[config.mk]
export PLATFORM = sky130hd
export DESIGN_NAME = lgrid_div
export DESIGN_NICKNAME = d
export VERILOG_FILES = /design/src/design/lgrid_pkg.sv /design/src/design/lgrid_div.sv
export SDC_FILE = /design/constraint.sdc
export NUM_CORES = 1
export LEC_CHECK = 0
export BUFFER_PORTS_ARGS = -buffer_cell sky130_fd_sc_hd__buf_2
export CORE_UTILIZATION = 40
export CTS_CLUSTER_SIZE = 28
export DETAILED_ROUTE_END_ITERATION = 8
export GPL_ROUTABILITY_DRIVEN = 0
export HOLD_SLACK_MARGIN = 0.06
export PLACE_DENSITY = 0.62
export SKIP_CTS_REPAIR_TIMING = 1
export SYNTH_ARGS = -nofsm -noshare
export SYNTH_HDL_FRONTEND = slang
export SYNTH_SLANG_ARGS = --single-unit
export TNS_END_PERCENT = 100
[constraint.sdc]
create_clock -name clk -period 6.07 [get_ports clk]
set_clock_uncertainty 0.1 [all_clocks]
set_input_delay 0.607 -clock clk [delete_from_list [all_inputs] [get_ports clk]]
set_output_delay 0.607 -clock clk [all_outputs]
set_load 0.1 [all_outputs]
[src/design/lgrid_pkg.sv]
// ----------------------------------------------------------------------------
// lgrid_pkg
// Shared constants, codes and helpers for the occupancy grid ray update block.
// ----------------------------------------------------------------------------
package lgrid_pkg;

	localparam int GRID_MAX     = 128;
	localparam int GRID_AW      = 7;
	localparam int CELL_W       = 5;
	localparam int ROW_W        = GRID_MAX * CELL_W;
	localparam int SINE_ENTRIES = 256;
	localparam int TURN         = 23040;
	// angle / 90 by reciprocal: exact for every angle below one turn
	localparam int IDX_MUL      = 46604;
	localparam int IDX_SHIFT    = 22;
	localparam int QUOT_W       = 17;
	localparam int MIN_RANGE_MM = 50;
	localparam int OCC_STEP     = 6;
	localparam int FREE_STEP    = 4;
	localparam int OCC_LIMIT    = 10;
	localparam int FREE_LIMIT   = -10;

	localparam logic [1:0] OP_RAY   = 2'd0;
	localparam logic [1:0] OP_CLEAR = 2'd1;
	localparam logic [1:0] OP_READ  = 2'd2;

	localparam logic [2:0] ST_APPLIED = 3'd0;
	localparam logic [2:0] ST_RANGE   = 3'd1;
	localparam logic [2:0] ST_OUTSIDE = 3'd2;
	localparam logic [2:0] ST_CLEARED = 3'd3;
	localparam logic [2:0] ST_READ    = 3'd4;

	localparam logic [1:0] CLS_UNKNOWN  = 2'd0;
	localparam logic [1:0] CLS_FREE     = 2'd1;
	localparam logic [1:0] CLS_OCCUPIED = 2'd2;

	localparam logic [1:0] REG_HALF_MAP = 2'd0;
	localparam logic [1:0] REG_CELL_MM  = 2'd1;
	localparam logic [1:0] REG_CELLS    = 2'd2;
	localparam logic [1:0] REG_OFFSET   = 2'd3;

	typedef logic signed [15:0] sine_tab_t [SINE_ENTRIES];

	function automatic logic [31:0] quarter_sine(input logic [31:0] q);
		logic [31:0] x2;
		logic [31:0] p;
		x2 = (q * q) >> 14;
		p  = 32'd77;
		p  = 32'd1306 - ((x2 * p) >> 14);
		p  = 32'd10583 - ((x2 * p) >> 14);
		p  = 32'd25736 - ((x2 * p) >> 14);
		return (q * p) >> 14;
	endfunction

	function automatic sine_tab_t build_sine();
		sine_tab_t   tab;
		logic [31:0] t;
		logic [31:0] f;
		logic [31:0] s;
		for (int i = 0; i < SINE_ENTRIES; i++) begin
			t = 32'(i * (65536 / SINE_ENTRIES));
			f = t & 32'h3FFF;
			if (t[14]) s = quarter_sine(32'd16384 - f);
			else       s = quarter_sine(f);
			tab[i] = t[15] ? -16'(s) : 16'(s);
		end
		return tab;
	endfunction

	localparam sine_tab_t SINE_TAB = build_sine();

	// saturating counter update
	function automatic logic signed [CELL_W-1:0] sat_add(input logic signed [CELL_W-1:0] v,
			input logic up);
		logic signed [CELL_W:0] r;
		r = up ? ({v[CELL_W-1], v} + (CELL_W+1)'(OCC_STEP))
		       : ({v[CELL_W-1], v} - (CELL_W+1)'(FREE_STEP));
		if (r > (CELL_W+1)'(OCC_LIMIT)) r = (CELL_W+1)'(OCC_LIMIT);
		if (r < (CELL_W+1)'(FREE_LIMIT)) r = (CELL_W+1)'(FREE_LIMIT);
		return r[CELL_W-1:0];
	endfunction

endpackage

[src/design/lgrid_div.sv]
// ----------------------------------------------------------------------------
// lgrid_div
// Restoring divider, one quotient bit per cycle, for the end cell index.
// ----------------------------------------------------------------------------
module lgrid_div
	import lgrid_pkg::*;
(
	input  logic              clk,
	input  logic              arst_n,
	input  logic              start,
	input  logic [QUOT_W-1:0] dividend,
	input  logic [15:0]       divisor,
	output logic              done,
	output logic [QUOT_W-1:0] quotient
);

	logic [QUOT_W-1:0] quo_q;
	logic [QUOT_W-1:0] rem_q;
	logic [4:0]        cnt_q;
	logic              done_q;
	logic [QUOT_W-1:0] rem_shift;
	logic [QUOT_W-1:0] rem_nxt;
	logic              ge;

	always_comb begin
		rem_shift = {rem_q[QUOT_W-2:0], quo_q[QUOT_W-1]};
		ge        = rem_shift >= {1'b0, divisor};
		rem_nxt   = ge ? rem_shift - {1'b0, divisor} : rem_shift;
	end

	always_ff @(posedge clk or negedge arst_n) begin
		if (!arst_n) begin
			cnt_q  <= '0;
			done_q <= 1'b0;
		end else if (start) begin
			cnt_q  <= 5'(QUOT_W);
			done_q <= 1'b0;
		end else if (cnt_q != '0) begin
			cnt_q  <= cnt_q - 5'd1;
			done_q <= (cnt_q == 5'd1);
		end else begin
			done_q <= 1'b0;
		end
	end

	always_ff @(posedge clk) begin
		if (start) begin
			quo_q <= dividend;
			rem_q <= '0;
		end else if (cnt_q != '0) begin
			quo_q <= {quo_q[QUOT_W-2:0], ge};
			rem_q <= rem_nxt;
		end
	end

	assign done     = done_q;
	assign quotient = quo_q;

endmodule
==> results.sh, run 1 <==
export IMPL_outcome="finished clean"
export IMPL_num_vias=2252
export IMPL_timing_rr_end="rem_q[7]$_SDFFE_PP0P_"
export IMPL_critical_path_top_delay_family="compound AO/OA/AOI/OAI gates"
export IMPL_finish_utilization=0.495
export IMPL_placed_cells=402
export IMPL_clockBufferDepth=2
export IMPL_cts_root_buf="clkbuf_8"
export IMPL_drc=0
export IMPL_worstMarginPinSlew_ps=1020
export IMPL_slowest_stage="o21ai_4"
export IMPL_routed_wl_mm=6.11
export IMPL_finalHoldViolCount=0
export IMPL_hold_ws_ps=426
export IMPL_pin_count=54
export IMPL_cp_depth=10
export IMPL_p_leak_nw=1.41
export IMPL_cp_max_fo=19
export IMPL_fp_row_count=29
export IMPL_fin_crit_ps=2820
export IMPL_die_width_um=85.1
export IMPL_rr_worst_depth=8
export IMPL_dp_hpwl_mm=4.37
export IMPL_synth_flop_cell="edfxtp_1"
export IMPL_cts_tree="done"
export IMPL_arrival_ps=2930
export IMPL_crit_type="primary input to flop"
export IMPL_grt_max_degree=48
export IMPL_detail_route_wl_per_cell_um=14.9
export IMPL_port_buffers=53
export IMPL_grt_overflow=0
export IMPL_grt_pass1_vias=2202
export IMPL_fin_nets=389
export IMPL_detail_route_iter0_violations=105
export IMPL_syn_cell_area_um2=2770
export IMPL_crit_end="rem_q[7]$_SDFFE_PP0P_"
export IMPL_grt_pass1_wl_mm=10.2
export IMPL_slew_headroom=0.320
export IMPL_ys_ff_latch=39
export IMPL_final_cell_mix="buf_2 (53), nor2_1 (30), inv_1 (25)"
export IMPL_worstSetupStartpoint="divisor[1]"
export IMPL_setup_viol=0
export IMPL_crit_chain="buf_2 -> inv_1 -> ha_1 -> nor2b_1 -> o2111ai_2 -> a2111oi_4 -> nor3_4 -> o21ai_4 -> o311ai_1 -> a311oi_2"
export IMPL_layout_commonest_cell="buf_2"
export IMPL_initial_core_util=0.426
export IMPL_hp_class="flop to flop"
export IMPL_vias_per_cell=5.48
export IMPL_die_y_um=85.1
export IMPL_synth_edf_count=17
export IMPL_end_kind="flop"
export IMPL_clkTransAtPathRegs_ps=80
export IMPL_max_cap_violations=0
export IMPL_crit_buf_inv=2
export IMPL_drv_slew=0
export IMPL_area_growth_pct=16.2
export IMPL_synth_warnings=0
export IMPL_fin_crit_sh=0.465
export IMPL_hp_start="rem_q[1]$_SDFFE_PP0P_"
export IMPL_max_freq_mhz=355
export IMPL_syn_inst=282
export IMPL_ys_types=61
export IMPL_synthArstFlopShare=0.154
export IMPL_tns_ps=0
export IMPL_drive_above_1_share=0.302
export IMPL_crit_required_ps=6180
export IMPL_first_pass_iters=4
export IMPL_syn_avg_cell_area_um2=9.81
export IMPL_yosysSeqAreaShare=0.355
export IMPL_cts_sinks=39
export IMPL_h_tree_depth=2
export IMPL_stdcell_count=411
export IMPL_n_antenna_cell=0
export IMPL_rsz0062_at_grt="no"
export IMPL_clk_latency_ps=300
export IMPL_reg2reg_setup_slack_ps=3360
export IMPL_syn_nets=338
export IMPL_design_die_area_um2=7250
export IMPL_ir_drop_mv=0.311
export IMPL_rr_startpoint="rem_q[10]$_SDFFE_PP0P_"
export IMPL_design_core_area_um2=6490
export IMPL_final_antenna_net_count=0
export IMPL_critPathMaxStageDelay_ps=460
export IMPL_track_usage=0.178
export IMPL_antenna_found_initial=0
export IMPL_numCtsBuffers=5
export IMPL_start_kind="primary input"
export IMPL_power_density_nw_per_um2=456
export IMPL_power_total_mw=1.46
## flip-flops by register name (all words and copies together) (netlist names)
signal and count:
quotient 17, rem_q 16, cnt_q 5, done 1
## metrics by stage
stage	instance area (um^2)	worst slack, ps
3_5_place_dp	3070	2940
3_3_place_gp	3070	3020
5_1_grt	3210	3060
4_1_cts	3200	3240
2_1_floorplan	2770	3070
6_report	3210	3250
## per-layer routing
| layer | routed length (um) | up-vias | GRT usage |
|---|---|---|---|
| met2 | 2850 | 43 | 0.293 |
| met5 | 0 | - | 0 |
| met4 | 82 | 0 | 0.0586 |
| met3 | 181 | 8 | 0.0321 |
| li1 | - | 1133 | - |
| met1 | 3000 | 1068 | 0.237 |
## synth_stat cells (all sizes together), types with 2 or more instances
| cell | number | area share |
|---|---|---|
| xor2 | 3 | 0.0095 |
| mux2 | 17 | 0.069 |
| and3 | 3 | 0.0086 |
| ha | 19 | 0.086 |
| nand4 | 3 | 0.0068 |
| a31oi | 2 | 0.0045 |
| a211oi | 2 | 0.0072 |
| nor2b | 3 | 0.0068 |
| dfxtp | 16 | 0.12 |
| nand3b | 2 | 0.0054 |
| a21oi | 13 | 0.025 |
| dfrtp | 6 | 0.054 |
| a21o | 3 | 0.0081 |
| o21ai | 7 | 0.017 |
| nand2b | 3 | 0.0068 |
| inv | 25 | 0.034 |
| nor3b | 3 | 0.0081 |
| a311oi | 9 | 0.047 |
| nor4b | 3 | 0.012 |
| buf | 5 | 0.017 |
| a311o | 2 | 0.0072 |
| o32a | 2 | 0.0072 |
| o21a | 6 | 0.019 |
| edfxtp | 17 | 0.18 |
| nand2 | 24 | 0.034 |
| o31ai | 2 | 0.0054 |
| nand3 | 3 | 0.0054 |
| clkbuf | 7 | 0.0095 |
| nor4 | 6 | 0.016 |
| a211o | 2 | 0.0063 |
| nor2 | 30 | 0.041 |
| xnor2 | 9 | 0.029 |
| o31a | 3 | 0.0095 |
| nor3 | 9 | 0.022 |
## worst reg2reg max path, stage by stage, from the launching register on
cell and delay, ps:
dfxtp_1 330, ha_1 420, and3_4 260, nand3_1 150, a2111oi_4 280, nor3_4 110
o21ai_4 460, o311ai_1 220, a311oi_2 300
## power by group
part | internal (mW) | switching (mW)
clock network | 0.164 | 0.0972
logic | 0.286 | 0.521
registers | 0.348 | 0.0462
total | 0.799 | 0.664
## layout make-up
cell class | instances | area (um^2)
Inverter | 25 | 93.8
Sequential cell | 39 | 981
Clock buffer | 6 | 72.6
Tap cell | 77 | 96.3
Fill cell | 607 | 3280
Clock inverter | 2 | 60.1
Timing Repair Buffer | 56 | 290
Multi-Input combinational cell | 206 | 1620
## cells by family (layout without fill, tap and decap cells)
family / Yosys count / in the layout / share of synthesized area
AOI/OAI and AO/OA: 61 / 61 / 0.200
muxes: 17 / 17 / 0.0692
DFF: 39 / 39 / 0.355
and+or+nand+nor: 96 / 96 / 0.185
xor gates and xnor gates: 12 / 12 / 0.0380
adders and majority gates: 20 / 20 / 0.0932
buffers and inverters: 37 / 89 / 0.0602
## how the worst min path moves through the flow
stage / slack, ps / end / depth (start not counted)
final: 430 / rem_q[2]$_SDFFE_PP0P_ / 2
after global routing: 450 / rem_q[2]$_SDFFE_PP0P_ / 2
after CTS: 20 / cnt_q[4]$_DFFE_PN0P_ / 1
after detailed placement: 350 / cnt_q[4]$_DFFE_PN0P_ / 1
after global placement: 340 / cnt_q[4]$_DFFE_PN0P_ / 1
after floorplan: 210 / cnt_q[0]$_DFFE_PN0P_ / 0
Power figures use the tool's default switching activity.
==> run 2: changes to the inputs <==
==> constraint.sdc (replaced) <==
create_clock -name clk -period 2.83 [get_ports clk]
set_clock_uncertainty 0.1 [all_clocks]
set_input_delay 0.283 -clock clk [delete_from_list [all_inputs] [get_ports clk]]
set_output_delay 0.283 -clock clk [all_outputs]
set_load 0.1 [all_outputs]
==> run 2 against run 1 <==
Non-clock buffer count grew 6. Critical endpoint unchanged. Critical path type is now flop to flop. Total power grew 110%. Count of clock-buffer cells in the layout shrank 1. Sequential share of layout area shrank 0.36 points. Sequential power grew 110%. Largest cell class unchanged. Combinational power grew 120%.
==> results.sh, run 2 (synthesis gave the netlist of run 1 again) <==
export IMPL_hold_ws_ps=191
export IMPL_n_antenna_cell=0
export IMPL_clkTransAtPathRegs_ps=90
export IMPL_drive_above_1_share=0.329
export IMPL_rsz0062_at_grt="no"
export IMPL_crit_type="flop to flop"
export IMPL_fp_row_count=29
export IMPL_p_leak_nw=1.44
export IMPL_antenna_found_initial=0
export IMPL_port_buffers=53
export IMPL_grt_overflow=0
export IMPL_area_growth_pct=17.6
export IMPL_crit_chain="ha_1 -> and3_4 -> nand3_1 -> a2111oi_4 -> nor3_4 -> o21ai_4 -> o311ai_1 -> a311oi_2"
export IMPL_slew_headroom=0.591
export IMPL_die_width_um=85.1
export IMPL_max_cap_violations=0
export IMPL_h_tree_depth=2
export IMPL_max_freq_mhz=377
export IMPL_final_cell_mix="buf_2 (53), nor2_1 (30), inv_1 (25)"
export IMPL_arrival_ps=2760
export IMPL_cp_max_fo=19
export IMPL_crit_required_ps=2930
export IMPL_clk_latency_ps=290
export IMPL_critPathMaxStageDelay_ps=460
export IMPL_final_antenna_net_count=0
export IMPL_die_y_um=85.1
export IMPL_p_switching_mw=1.43
export IMPL_largest_register_ffs=17
export IMPL_slowest_stage="o21ai_4"
export IMPL_routed_wl_mm=5.90
export IMPL_holdPathStages=2
export IMPL_first_pass_iters=4
export IMPL_start_kind="flop"
export IMPL_end_kind="flop"
export IMPL_netSwitchingFraction=0.464
export IMPL_power_density_nw_per_um2=947
export IMPL_design_core_area_um2=6490
export IMPL_dp_hpwl_mm=4.36
export IMPL_fin_nets=395
export IMPL_drc=0
export IMPL_finish_utilization=0.500
export IMPL_design_die_area_um2=7250
export IMPL_fin_crit_ps=2650
export IMPL_pin_count=54
export IMPL_dp_worst_setup_slack_ps=78.6
export IMPL_cts_root_buf="clkbuf_8"
export IMPL_grt_max_degree=31
export IMPL_vias_per_cell=5.43
export IMPL_layout_commonest_cell="buf_2"
export IMPL_fin_crit_sh=0.938
export IMPL_track_usage=0.165
export IMPL_rr_worst_depth=8
export IMPL_setup_slack_ps=175
export IMPL_worstMarginPinSlew_ps=614
export IMPL_clockBufferDepth=2
export IMPL_p_clk_frac=0.151
export IMPL_combPwrFrac=0.573
export IMPL_cts_tree="done"
export IMPL_grt_pass1_wl_mm=9.63
export IMPL_p_int_mw=1.65
export IMPL_cts_sinks=39
export IMPL_seqPwrFrac=0.275
export IMPL_numCtsBuffers=5
export IMPL_finalHoldViolCount=0
export IMPL_grt_pass1_vias=2069
export IMPL_ir_drop_mv=0.512
export IMPL_fillers=602
export IMPL_drv_slew=0
export IMPL_num_vias=2266
export IMPL_hp_class="primary input to flop"
export IMPL_detail_route_wl_per_cell_um=14.1
export IMPL_initial_core_util=0.426
export IMPL_outcome="finished clean"
export IMPL_setup_viol=0
export IMPL_detail_route_iter0_violations=109
==> run 2: metrics by stage <==
| stage | setup TNS, ps | power (mW) | cell area [um^2] | instances |
|---|---|---|---|---|
| floorplan | -811 | 2.35 | 2780 | 282 |
| global placement | 0 | 2.61 | 3130 | 408 |
| detailed placement | 0 | 2.61 | 3130 | 408 |
| CTS | 0 | 3.10 | 3240 | 416 |
| global route | 0 | 3.29 | 3250 | 417 |
| finish | 0 | 3.08 | 3250 | 417 |
==> run 2: final timing paths <==
check / from / end / slack (ps)
worst min register to register: rem_q[1]$_SDFFE_PP0P_ / rem_q[2]$_SDFFE_PP0P_ / 430
worst max-delay path: rem_q[10]$_SDFFE_PP0P_ / rem_q[7]$_SDFFE_PP0P_ / 180
min in group asynchronous: arst_n / cnt_q[4]$_DFFE_PN0P_ / 250
worst min-delay path: dividend[1] / quotient[1]$_DFFE_PP_ / 190
max in group asynchronous: arst_n / cnt_q[0]$_DFFE_PN0P_ / 2240
worst max register to register: rem_q[10]$_SDFFE_PP0P_ / rem_q[7]$_SDFFE_PP0P_ / 180
==> run 2: area by class of cell <==
type	count	area [um^2]	share of cell area
multi-input cells	206	1630	0.502
flip-flops and latches	39	981	0.302
repair buffers	62	335	0.103
well taps	77	96.3	0.0296
inverters	25	93.8	0.0289
clock buffers	5	68.8	0.0212
clock inverters	3	43.8	0.0135
==> run 2: power by group through the flow <==
stage	sequential (mW)	clock [mW]	combinational [mW]
2_1_floorplan	1.17	0	1.19
3_3_place_gp	0.859	0	1.75
3_5_place_dp	0.860	0	1.75
4_1_cts	0.850	0.480	1.77
5_1_grt	0.865	0.507	1.91
6_report	0.848	0.466	1.76
==> run 2: critical path, delay by kind of cell (launching register included) <==
family,cells,cell delay [ps]
compound gates,4,1230
simple gates,3,500
fa+ha+maj,1,400
flops,1,330
==> run 2: layer usage <==
layer / vias up / track usage / wire length [um] / part of all wire
li1: 1143 / - / - / -
met1: 1080 / 0.234 / 2870 / 0.49
met2: 41 / 0.263 / 2770 / 0.47
met3: 2 / 0.0302 / 229 / 0.039
met4: 0 / 0.0370 / 36 / 0.0061
met5: - / 0 / 0 / 0
